File: config.mk
export PLATFORM = sky130hd
export DESIGN_NAME = dual_servo_pwm_generator_core
export DESIGN_NICKNAME = d
export VERILOG_FILES = /design/src/hw/rtl/dspwm_pkg.sv /design/src/hw/rtl/dual_servo_pwm_generator_core.sv /design/src/hw/rtl/dspwm_lane.sv /design/src/hw/rtl/dspwm_timer.sv
export SDC_FILE = /design/constraint.sdc
export NUM_CORES = 1
export LEC_CHECK = 0
export ABC_CLOCK_PERIOD_IN_PS = 10050
export BUFFER_PORTS_ARGS = -buffer_cell sky130_fd_sc_hd__buf_2
export CAP_MARGIN = 10
export CORE_MARGIN = 3
export CORE_UTILIZATION = 47
export DETAILED_ROUTE_END_ITERATION = 10
export HOLD_SLACK_MARGIN = 0.03
export PLACE_DENSITY = 0.66
export SLEW_MARGIN = 20
export SYNTH_ARGS = -nofsm -noshare
export SYNTH_HDL_FRONTEND = slang
export SYNTH_HIERARCHICAL = 1
export SYNTH_SLANG_ARGS = --single-unit
File: constraint.sdc
create_clock -name i_clk -period 10.05 [get_ports i_clk]
set_input_delay 1.005 -clock i_clk [delete_from_list [all_inputs] [get_ports i_clk]]
set_output_delay 1.005 -clock i_clk [all_outputs]
set_load 0.01 [all_outputs]
File: src/hw/rtl/dspwm_pkg.sv
// Shared types and constants for the dual servo PWM generator.
// Used by dspwm_lane, dspwm_timer and dual_servo_pwm_generator_core.
// No dependencies.
package dspwm_pkg;

    // Default counter width and fixed field widths
    localparam int COUNT_WIDTH_DEF = 16;
    localparam int PULSE_W         = 16;
    localparam int CFG_W           = 17;
    localparam int CFG_IDX_W       = 3;
    localparam int OP_W            = 3;

    // Command codes
    localparam logic [OP_W-1:0] OP_TICK     = 3'd0;
    localparam logic [OP_W-1:0] OP_ENABLE   = 3'd1;
    localparam logic [OP_W-1:0] OP_SET_BOTH = 3'd2;
    localparam logic [OP_W-1:0] OP_SET_PAN  = 3'd3;
    localparam logic [OP_W-1:0] OP_SET_TILT = 3'd4;
    localparam logic [OP_W-1:0] OP_DISABLE  = 3'd5;

    // Register indexes
    localparam logic [CFG_IDX_W-1:0] CFG_INIT_DONE    = 3'd0;
    localparam logic [CFG_IDX_W-1:0] CFG_PRESCALE_DIV = 3'd1;
    localparam logic [CFG_IDX_W-1:0] CFG_PERIOD_TICKS = 3'd2;
    localparam logic [CFG_IDX_W-1:0] CFG_MIN_PULSE    = 3'd3;
    localparam logic [CFG_IDX_W-1:0] CFG_MAX_PULSE    = 3'd4;
    localparam logic [CFG_IDX_W-1:0] CFG_CENTER_PULSE = 3'd5;

    // Register reset values
    localparam logic [CFG_W-1:0]   DIV_RST    = 17'd72;
    localparam int                 PERIOD_RST = 20000;
    localparam logic [PULSE_W-1:0] MIN_RST    = 16'd500;
    localparam logic [PULSE_W-1:0] MAX_RST    = 16'd2500;
    localparam logic [PULSE_W-1:0] CENTER_RST = 16'd1500;
    localparam logic [CFG_W-1:0]   DIV_MAX    = 17'd65536;

    // Input transaction
    typedef struct packed {
        logic [OP_W-1:0]    op;
        logic [PULSE_W-1:0] pan_pulse;
        logic [PULSE_W-1:0] tilt_pulse;
    } t_in_item;

    // Result transaction
    typedef struct packed {
        logic pan_out;
        logic tilt_out;
        logic accepted;
        logic running;
    } t_out_item;

    // Per-channel compare control
    typedef struct packed {
        logic               load;       // enable: load active and preload
        logic               set_pre;    // set command: write preload
        logic               wrap;       // counter wrap: preload -> active
        logic               center_we;  // centre write while stopped
        logic [PULSE_W-1:0] center;
    } t_lane_ctrl;

endpackage

File: src/hw/rtl/dual_servo_pwm_generator_core.sv
// Top level of the two-channel servo PWM generator: command decode,
// configuration registers, output register. Depends on dspwm_pkg,
// dspwm_timer and dspwm_lane.
//
//  channel   direction  handshake                 payload
//  in        to block   i_in_valid / o_in_stall   i_in_data  (t_in_item)
//  out       from block o_out_valid / i_out_stall o_out_data (t_out_item)
//  cfg       to block   i_cfg_we                  i_cfg_index, i_cfg_data
//
// One transaction per cycle unless the input stalls; its result appears in
// the output register on the next cycle. The whole state update (prescaler,
// frame counter, both compare lanes) completes in the accepting cycle.
// Reset is synchronous; no clearing pass is needed.
// The input stalls only while the output register is full and stalled.
module dual_servo_pwm_generator_core
    import dspwm_pkg::*;
#(
    parameter int COUNT_WIDTH = COUNT_WIDTH_DEF
) (
    input  logic                 i_clk,
    input  logic                 i_rst_n,
    input  logic                 i_in_valid,
    output logic                 o_in_stall,
    input  t_in_item             i_in_data,
    output logic                 o_out_valid,
    input  logic                 i_out_stall,
    output t_out_item            o_out_data,
    input  logic                 i_cfg_we,
    input  logic [CFG_IDX_W-1:0] i_cfg_index,
    input  logic [CFG_W-1:0]     i_cfg_data
);

    // Longest frame the counter allows
    localparam int PMAX_I = (COUNT_WIDTH >= PULSE_W) ? (1 << PULSE_W) : (1 << COUNT_WIDTH);
    localparam logic [CFG_W-1:0] PERIOD_MAX = CFG_W'(PMAX_I);
    localparam logic [CFG_W-1:0] PERIOD_RST_C =
        CFG_W'((PERIOD_RST > PMAX_I) ? PMAX_I : PERIOD_RST);

    logic               r_init;
    logic [CFG_W-1:0]   r_div;
    logic [CFG_W-1:0]   r_period;
    logic [PULSE_W-1:0] r_min;
    logic [PULSE_W-1:0] r_max;
    logic               r_running, n_running;
    logic               r_out_valid;
    t_out_item          r_out;

    logic               in_acc;
    logic               can_set;
    logic               pan_ok, tilt_ok;
    logic               en_ok;
    logic               acc;
    logic               is_tick, is_enable, set_pan, set_tilt;
    logic               wrap;
    logic               pan_lvl, tilt_lvl;
    logic [PULSE_W-1:0] frame_next;
    t_lane_ctrl         pan_ctrl, tilt_ctrl;

    assign o_in_stall = r_out_valid && i_out_stall;
    assign in_acc     = i_in_valid && !o_in_stall;
    assign can_set    = r_init && r_running;
    assign en_ok      = r_init && pan_ok && tilt_ok;

    // Command decode
    always_comb begin
        is_tick   = 1'b0;
        is_enable = 1'b0;
        set_pan   = 1'b0;
        set_tilt  = 1'b0;
        acc       = 1'b0;
        n_running = r_running;
        unique case (i_in_data.op)
            OP_TICK: begin
                is_tick = 1'b1;
                acc     = 1'b1;
            end
            OP_ENABLE: begin
                is_enable = en_ok;
                acc       = en_ok;
                n_running = en_ok;
            end
            OP_SET_BOTH: begin
                set_pan  = can_set && pan_ok && tilt_ok;
                set_tilt = can_set && pan_ok && tilt_ok;
                acc      = can_set && pan_ok && tilt_ok;
            end
            OP_SET_PAN: begin
                set_pan = can_set && pan_ok;
                acc     = can_set && pan_ok;
            end
            OP_SET_TILT: begin
                set_tilt = can_set && tilt_ok;
                acc      = can_set && tilt_ok;
            end
            OP_DISABLE: begin
                n_running = 1'b0;
                acc       = 1'b1;
            end
            default: begin
            end
        endcase
        if (!in_acc) begin
            n_running = r_running;
        end
    end

    // Configuration registers; divider and period clamped on write
    always_ff @(posedge i_clk) begin
        if (!i_rst_n) begin
            r_init   <= 1'b1;
            r_div    <= DIV_RST;
            r_period <= PERIOD_RST_C;
            r_min    <= MIN_RST;
            r_max    <= MAX_RST;
        end else if (i_cfg_we) begin
            unique case (i_cfg_index)
                CFG_INIT_DONE:    r_init <= i_cfg_data[0];
                CFG_PRESCALE_DIV: begin
                    if (i_cfg_data == '0) begin
                        r_div <= CFG_W'(1);
                    end else if (i_cfg_data > DIV_MAX) begin
                        r_div <= DIV_MAX;
                    end else begin
                        r_div <= i_cfg_data;
                    end
                end
                CFG_PERIOD_TICKS: begin
                    if (i_cfg_data < CFG_W'(2)) begin
                        r_period <= CFG_W'(2);
                    end else if (i_cfg_data > PERIOD_MAX) begin
                        r_period <= PERIOD_MAX;
                    end else begin
                        r_period <= i_cfg_data;
                    end
                end
                CFG_MIN_PULSE:    r_min <= i_cfg_data[PULSE_W-1:0];
                CFG_MAX_PULSE:    r_max <= i_cfg_data[PULSE_W-1:0];
                default: begin
                end
            endcase
        end
    end

    // Shared counter
    dspwm_timer #(
        .COUNT_WIDTH (COUNT_WIDTH)
    ) u_timer (
        .i_clk        (i_clk),
        .i_rst_n      (i_rst_n),
        .i_step       (in_acc && is_tick && r_running),
        .i_restart    (in_acc && is_enable),
        .i_div        (r_div),
        .i_period     (r_period),
        .o_frame_next (frame_next),
        .o_wrap       (wrap)
    );

    // Lane controls
    always_comb begin
        pan_ctrl.load      = in_acc && is_enable;
        pan_ctrl.set_pre   = in_acc && set_pan;
        pan_ctrl.wrap      = wrap;
        pan_ctrl.center_we = i_cfg_we && (i_cfg_index == CFG_CENTER_PULSE) && !r_running;
        pan_ctrl.center    = i_cfg_data[PULSE_W-1:0];
        tilt_ctrl          = pan_ctrl;
        tilt_ctrl.set_pre  = in_acc && set_tilt;
    end

    dspwm_lane u_pan (
        .i_clk        (i_clk),
        .i_rst_n      (i_rst_n),
        .i_ctrl       (pan_ctrl),
        .i_pulse      (i_in_data.pan_pulse),
        .i_min        (r_min),
        .i_max        (r_max),
        .i_run_next   (n_running),
        .i_frame_next (frame_next),
        .o_pulse_ok   (pan_ok),
        .o_level      (pan_lvl)
    );

    dspwm_lane u_tilt (
        .i_clk        (i_clk),
        .i_rst_n      (i_rst_n),
        .i_ctrl       (tilt_ctrl),
        .i_pulse      (i_in_data.tilt_pulse),
        .i_min        (r_min),
        .i_max        (r_max),
        .i_run_next   (n_running),
        .i_frame_next (frame_next),
        .o_pulse_ok   (tilt_ok),
        .o_level      (tilt_lvl)
    );

    // Running flag and result register
    always_ff @(posedge i_clk) begin
        if (!i_rst_n) begin
            r_running   <= 1'b0;
            r_out_valid <= 1'b0;
        end else begin
            r_running <= n_running;
            if (in_acc) begin
                r_out_valid <= 1'b1;
            end else if (!i_out_stall) begin
                r_out_valid <= 1'b0;
            end
        end
    end

    always_ff @(posedge i_clk) begin
        if (in_acc) begin
            r_out.pan_out  <= pan_lvl;
            r_out.tilt_out <= tilt_lvl;
            r_out.accepted <= acc;
            r_out.running  <= n_running;
        end
    end

    assign o_out_valid = r_out_valid;
    assign o_out_data  = r_out;

    // Checks
    a_stopped_low: assert property (@(posedge i_clk) disable iff (!i_rst_n)
        (o_out_valid && !o_out_data.running) |-> (!o_out_data.pan_out && !o_out_data.tilt_out))
        else $error("PWM output high while stopped");

    a_tick_acc: assert property (@(posedge i_clk) disable iff (!i_rst_n)
        (in_acc && i_in_data.op == OP_TICK) |=> (o_out_valid && o_out_data.accepted))
        else $error("tick not accepted");

    a_disable: assert property (@(posedge i_clk) disable iff (!i_rst_n)
        (in_acc && i_in_data.op == OP_DISABLE) |=> (!r_running && !o_out_data.running))
        else $error("disable did not stop the block");

    a_run_match: assert property (@(posedge i_clk) disable iff (!i_rst_n)
        o_out_valid |-> (o_out_data.running == r_running))
        else $error("reported running flag differs from state");

endmodule

File: src/hw/rtl/dspwm_lane.sv
// One PWM channel: preload and active compares, range check, pin level.
// Depends on dspwm_pkg.
module dspwm_lane
    import dspwm_pkg::*;
(
    input  logic               i_clk,
    input  logic               i_rst_n,
    input  t_lane_ctrl         i_ctrl,
    input  logic [PULSE_W-1:0] i_pulse,
    input  logic [PULSE_W-1:0] i_min,
    input  logic [PULSE_W-1:0] i_max,
    input  logic               i_run_next,
    input  logic [PULSE_W-1:0] i_frame_next,
    output logic               o_pulse_ok,
    output logic               o_level
);

    logic [PULSE_W-1:0] r_active, n_active;
    logic [PULSE_W-1:0] r_preload, n_preload;

    // Range check: empty when min exceeds max
    assign o_pulse_ok = (i_pulse >= i_min) && (i_pulse <= i_max);

    // Next compare values
    always_comb begin
        n_active  = r_active;
        n_preload = r_preload;
        if (i_ctrl.load) begin
            n_active  = i_pulse;
            n_preload = i_pulse;
        end else if (i_ctrl.center_we) begin
            n_active  = i_ctrl.center;
            n_preload = i_ctrl.center;
        end else begin
            if (i_ctrl.wrap) begin
                n_active = r_preload;
            end
            if (i_ctrl.set_pre) begin
                n_preload = i_pulse;
            end
        end
    end

    always_ff @(posedge i_clk) begin
        if (!i_rst_n) begin
            r_active  <= CENTER_RST;
            r_preload <= CENTER_RST;
        end else begin
            r_active  <= n_active;
            r_preload <= n_preload;
        end
    end

    // PWM1: high while counter below compare
    assign o_level = i_run_next && (i_frame_next < n_active);

endmodule

File: src/hw/rtl/dspwm_timer.sv
// Shared prescaler and frame counter for both channels.
// Depends on dspwm_pkg.
module dspwm_timer
    import dspwm_pkg::*;
#(
    parameter int COUNT_WIDTH = COUNT_WIDTH_DEF
) (
    input  logic               i_clk,
    input  logic               i_rst_n,
    input  logic               i_step,
    input  logic               i_restart,
    input  logic [CFG_W-1:0]   i_div,
    input  logic [CFG_W-1:0]   i_period,
    output logic [PULSE_W-1:0] o_frame_next,
    output logic               o_wrap
);

    // Frame count never reaches 65536
    localparam int FW = (COUNT_WIDTH < PULSE_W) ? COUNT_WIDTH : PULSE_W;

    logic [PULSE_W-1:0] r_pre, n_pre;
    logic [FW-1:0]      r_frame, n_frame;
    logic               pre_last;
    logic               frame_last;

    assign pre_last   = (({1'b0, r_pre} + 17'd1) >= i_div);
    assign frame_last = ((CFG_W'(r_frame) + 17'd1) >= i_period);

    // Counter advance
    always_comb begin
        n_pre   = r_pre;
        n_frame = r_frame;
        o_wrap  = 1'b0;
        if (i_restart) begin
            n_pre   = '0;
            n_frame = '0;
        end else if (i_step) begin
            if (!pre_last) begin
                n_pre = r_pre + 1'b1;
            end else begin
                n_pre = '0;
                if (frame_last) begin
                    n_frame = '0;
                    o_wrap  = 1'b1;
                end else begin
                    n_frame = r_frame + 1'b1;
                end
            end
        end
    end

    always_ff @(posedge i_clk) begin
        if (!i_rst_n) begin
            r_pre   <= '0;
            r_frame <= '0;
        end else begin
            r_pre   <= n_pre;
            r_frame <= n_frame;
        end
    end

    assign o_frame_next = PULSE_W'(n_frame);

endmodule

==> reports/results.tsv <==
metric	value	unit
p_per_area	122	mW/mm²
wl_per_cell	19.7	µm
grt_pass1_vias	9937	
pwr-share-seq	44.8	%
insertion_delay	0.44	ns
placed_area	0.0121	mm²
drtIter0Drc	956	
clk_path_buf_depth	2	
grt_max_degree	83	
syn_avg_cell_area	7.97	µm²
synth_flop_cell	dfxtp_1	
critPathMaxStageDelay	0.56	ns
dp_cells	1786	
use_met3	3.17	%
final_util	52.2	%
p_int	1.12	mW
overflow	0	
relSlewSlack	26.7	%
top_regs	r_div: 17 flops, r_period: 17 flops	
combPwrFrac	11.6	%
antenna_found_initial	0	
yosysTopAreaCellShare	28.3	%
synth_edf_count	4	
async_flop_share	0	%
top_usage_layer	met2	
grt_pass1_wl	55300	µm
crit_path_end_kind	flip-flop	
vias_per_cell	5.90	
rsz0062_at_grt	false	
cp_max_fo	17	
instances_no_fill	1817	
worst_setup_path_start_kind	flip-flop	
design_area	0.0127	mm²
yosysTopAreaCell	dfxtp_1	
n_antenna_cell	0	
drc	0	
use_met2	42.4	%
holdBufCountCts	0	
synth_cells	1465	
min_period	5.75	ns
cts_tree	yes	
setup_viol	0	
use_met1	35.5	%
die_h	164	µm
status	finished clean	
multiInputGateArea	0.00739	mm²
rows	57	
netlist_top_cells_count	nand2_1 (290), dfxtp_1 (165), inv_1 (135)	
postRouteAntennaNets	0	
start_util	47.9	%
dp_hpwl	26100	µm
setup.worst_path.class	flip-flop to flip-flop	
dieArea	0.0268	mm²
netlist_area	0.0117	mm²
grt_usage	26.5	%
finalPower	1.55	mW
synth_area_leaders	dfxtp_1 (28%), ha_1 (14%), nand2_1 (9.3%), mux2i_1 (5.4%), inv_1 (4.3%)	
cts_sinks	169	
vias	10700	
slowest_stage	nor3_1	
p_switching	431	µW
core	0.0244	mm²
ios	66	
cts.clk_slew.worst_paths	0.07	ns
fin_tns_setup	0	ns
period_share	57.3	%
clkPwrFrac	43.7	%
dr.pass1.iters	7	
hold_violations	0	
cap_violations	0	
die_w	164	µm
ys_ff_latch	169	
total_leakage_power	5.50	nW
cts_resized	0	
h-tree-depth	4	
syn_to_final_growth	8.99	%
place.gp.congestion	0.915	
finClkSkew	0.0139	ns
switching_share	27.8	%
final.fill_count	2382	
ys_seq_area_share	29.3	%
maxSlewViolCount	0	
worst_pin_slew	1.10	ns
fmax	174	MHz
hp-class	flip-flop to flip-flop	
drt-total-wl	35900	µm
drive_above_1_share	9.65	%
io_buffers	65	
ir_drop	0.0000932	V
cp_cell_sequence	ha_1 > nand3_1 > nor3_1 > and3_1 > nand3_1 > nor3_1 > ha_1 > and4_4 > and3_1 > a211o_1 > a22oi_2 > buf_4 > nor3_2 > buf_4 > mux2i_1 > o21ai_1 > mux2i_1 > ha_1 > a2111oi_0 > o21ai_1 > o21ai_0 > o21ai_0 > nor3_2	
path_common_cell	ha_1	
critPathArrivalTime	6.04	ns
synth_cell_types	87	
seqCellArea	0.00342	mm²
yosysWarnings	6	
required	10.33	ns
numCtsBuffers	17	
cts_setup_buffers	0	
layout.nets	1671	
yosysMostFrequentCell	nand2_1	
root_buffer	clkbuf_16	
syn_nets	1655	
-- final timing paths --
kind | slack (ns) | to | cells after the start | startpoint
min | 0.45 | r_div[13]$_SDFFE_PN0P_ | 2 | r_div[13]$_SDFFE_PN0P_
max reg2reg | 4.30 | o_out_data[2]$_DFFE_PN_ | 23 | u_timer/r_pre[0]$_SDFFE_PP0P_
min reg2reg | 0.45 | r_div[13]$_SDFFE_PN0P_ | 2 | r_div[13]$_SDFFE_PN0P_
max | 4.30 | o_out_data[2]$_DFFE_PN_ | 23 | u_timer/r_pre[0]$_SDFFE_PP0P_
-- cell type report --
class | count | share of cell area, %
Sequential cell | 169 | 26.9
Clock inverter | 14 | 1.28
Multi-Input combinational cell | 1082 | 58.1
Tap cell | 324 | 3.19
Inverter | 136 | 4.01
Clock buffer | 17 | 3.34
Timing Repair Buffer | 75 | 3.17
-- power by group through the flow --
stage                     logic, mW  registers [mW]  clock network (mW)
after floorplan               0.104           0.708                   0
after global placement        0.172           0.710                   0
after detailed placement      0.176           0.711                   0
after CTS                     0.177           0.695               0.686
after global routing          0.196           0.697               0.713
final                         0.180           0.696               0.678
-- cell families after synthesis --
group,synth area share (%)
simple gates,22.8
compound gates,19.5
buf+inv,7.51
flops,29.3
fa+ha+maj,13.9
mux,5.53
xor+xnor,1.43
-- layout by cell type, fill, tap and decap left out, types with 10 or more instances in the layout --
cell and instances:
nand2_1 290, dfxtp_1 165, inv_1 135, ha_1 130, nand3_1 85, buf_2 64, mux2i_1 63, a21oi_1 57
a21boi_1 37, o21ai_1 35, o21ai_0 33, nor2b_1 31, nand4_1 28, nor2_1 21, clkbuf_16 17, a21o_1 16
o211a_1 16, xnor2_1 16, nor3_1 15, and3_1 14, o32ai_1 14, nand2b_1 12, buf_4 11, a31oi_1 11
o22ai_1 11, o211ai_1 10, or3_1 10
-- per-stage QoR --
stage,hold slack (ns),worst slack (ns)
finish,0.454,4.30
detailed placement,0.444,4.26
CTS,0.456,4.35
global route,0.474,3.78
floorplan,0.431,4.39
global placement,0.442,4.38
-- critical path: cells and delay by family (launching register included) --
family          cells  cell delay, ns
compound gates      7            1.39
simple gates        9            2.00
buf+inv             2            0.51
mux                 2            0.40
fa+ha+maj           3            0.84
flops               1            0.44
-- metal layers --
metal | vias up | share of wire [%]
met5 | - | 0
met1 | 5065 | 44
met2 | 366 | 45
met4 | 0 | 4.4
li1 | 5215 | -
met3 | 72 | 5.8
No activity file was read; power rests on OpenSTA's default activity.
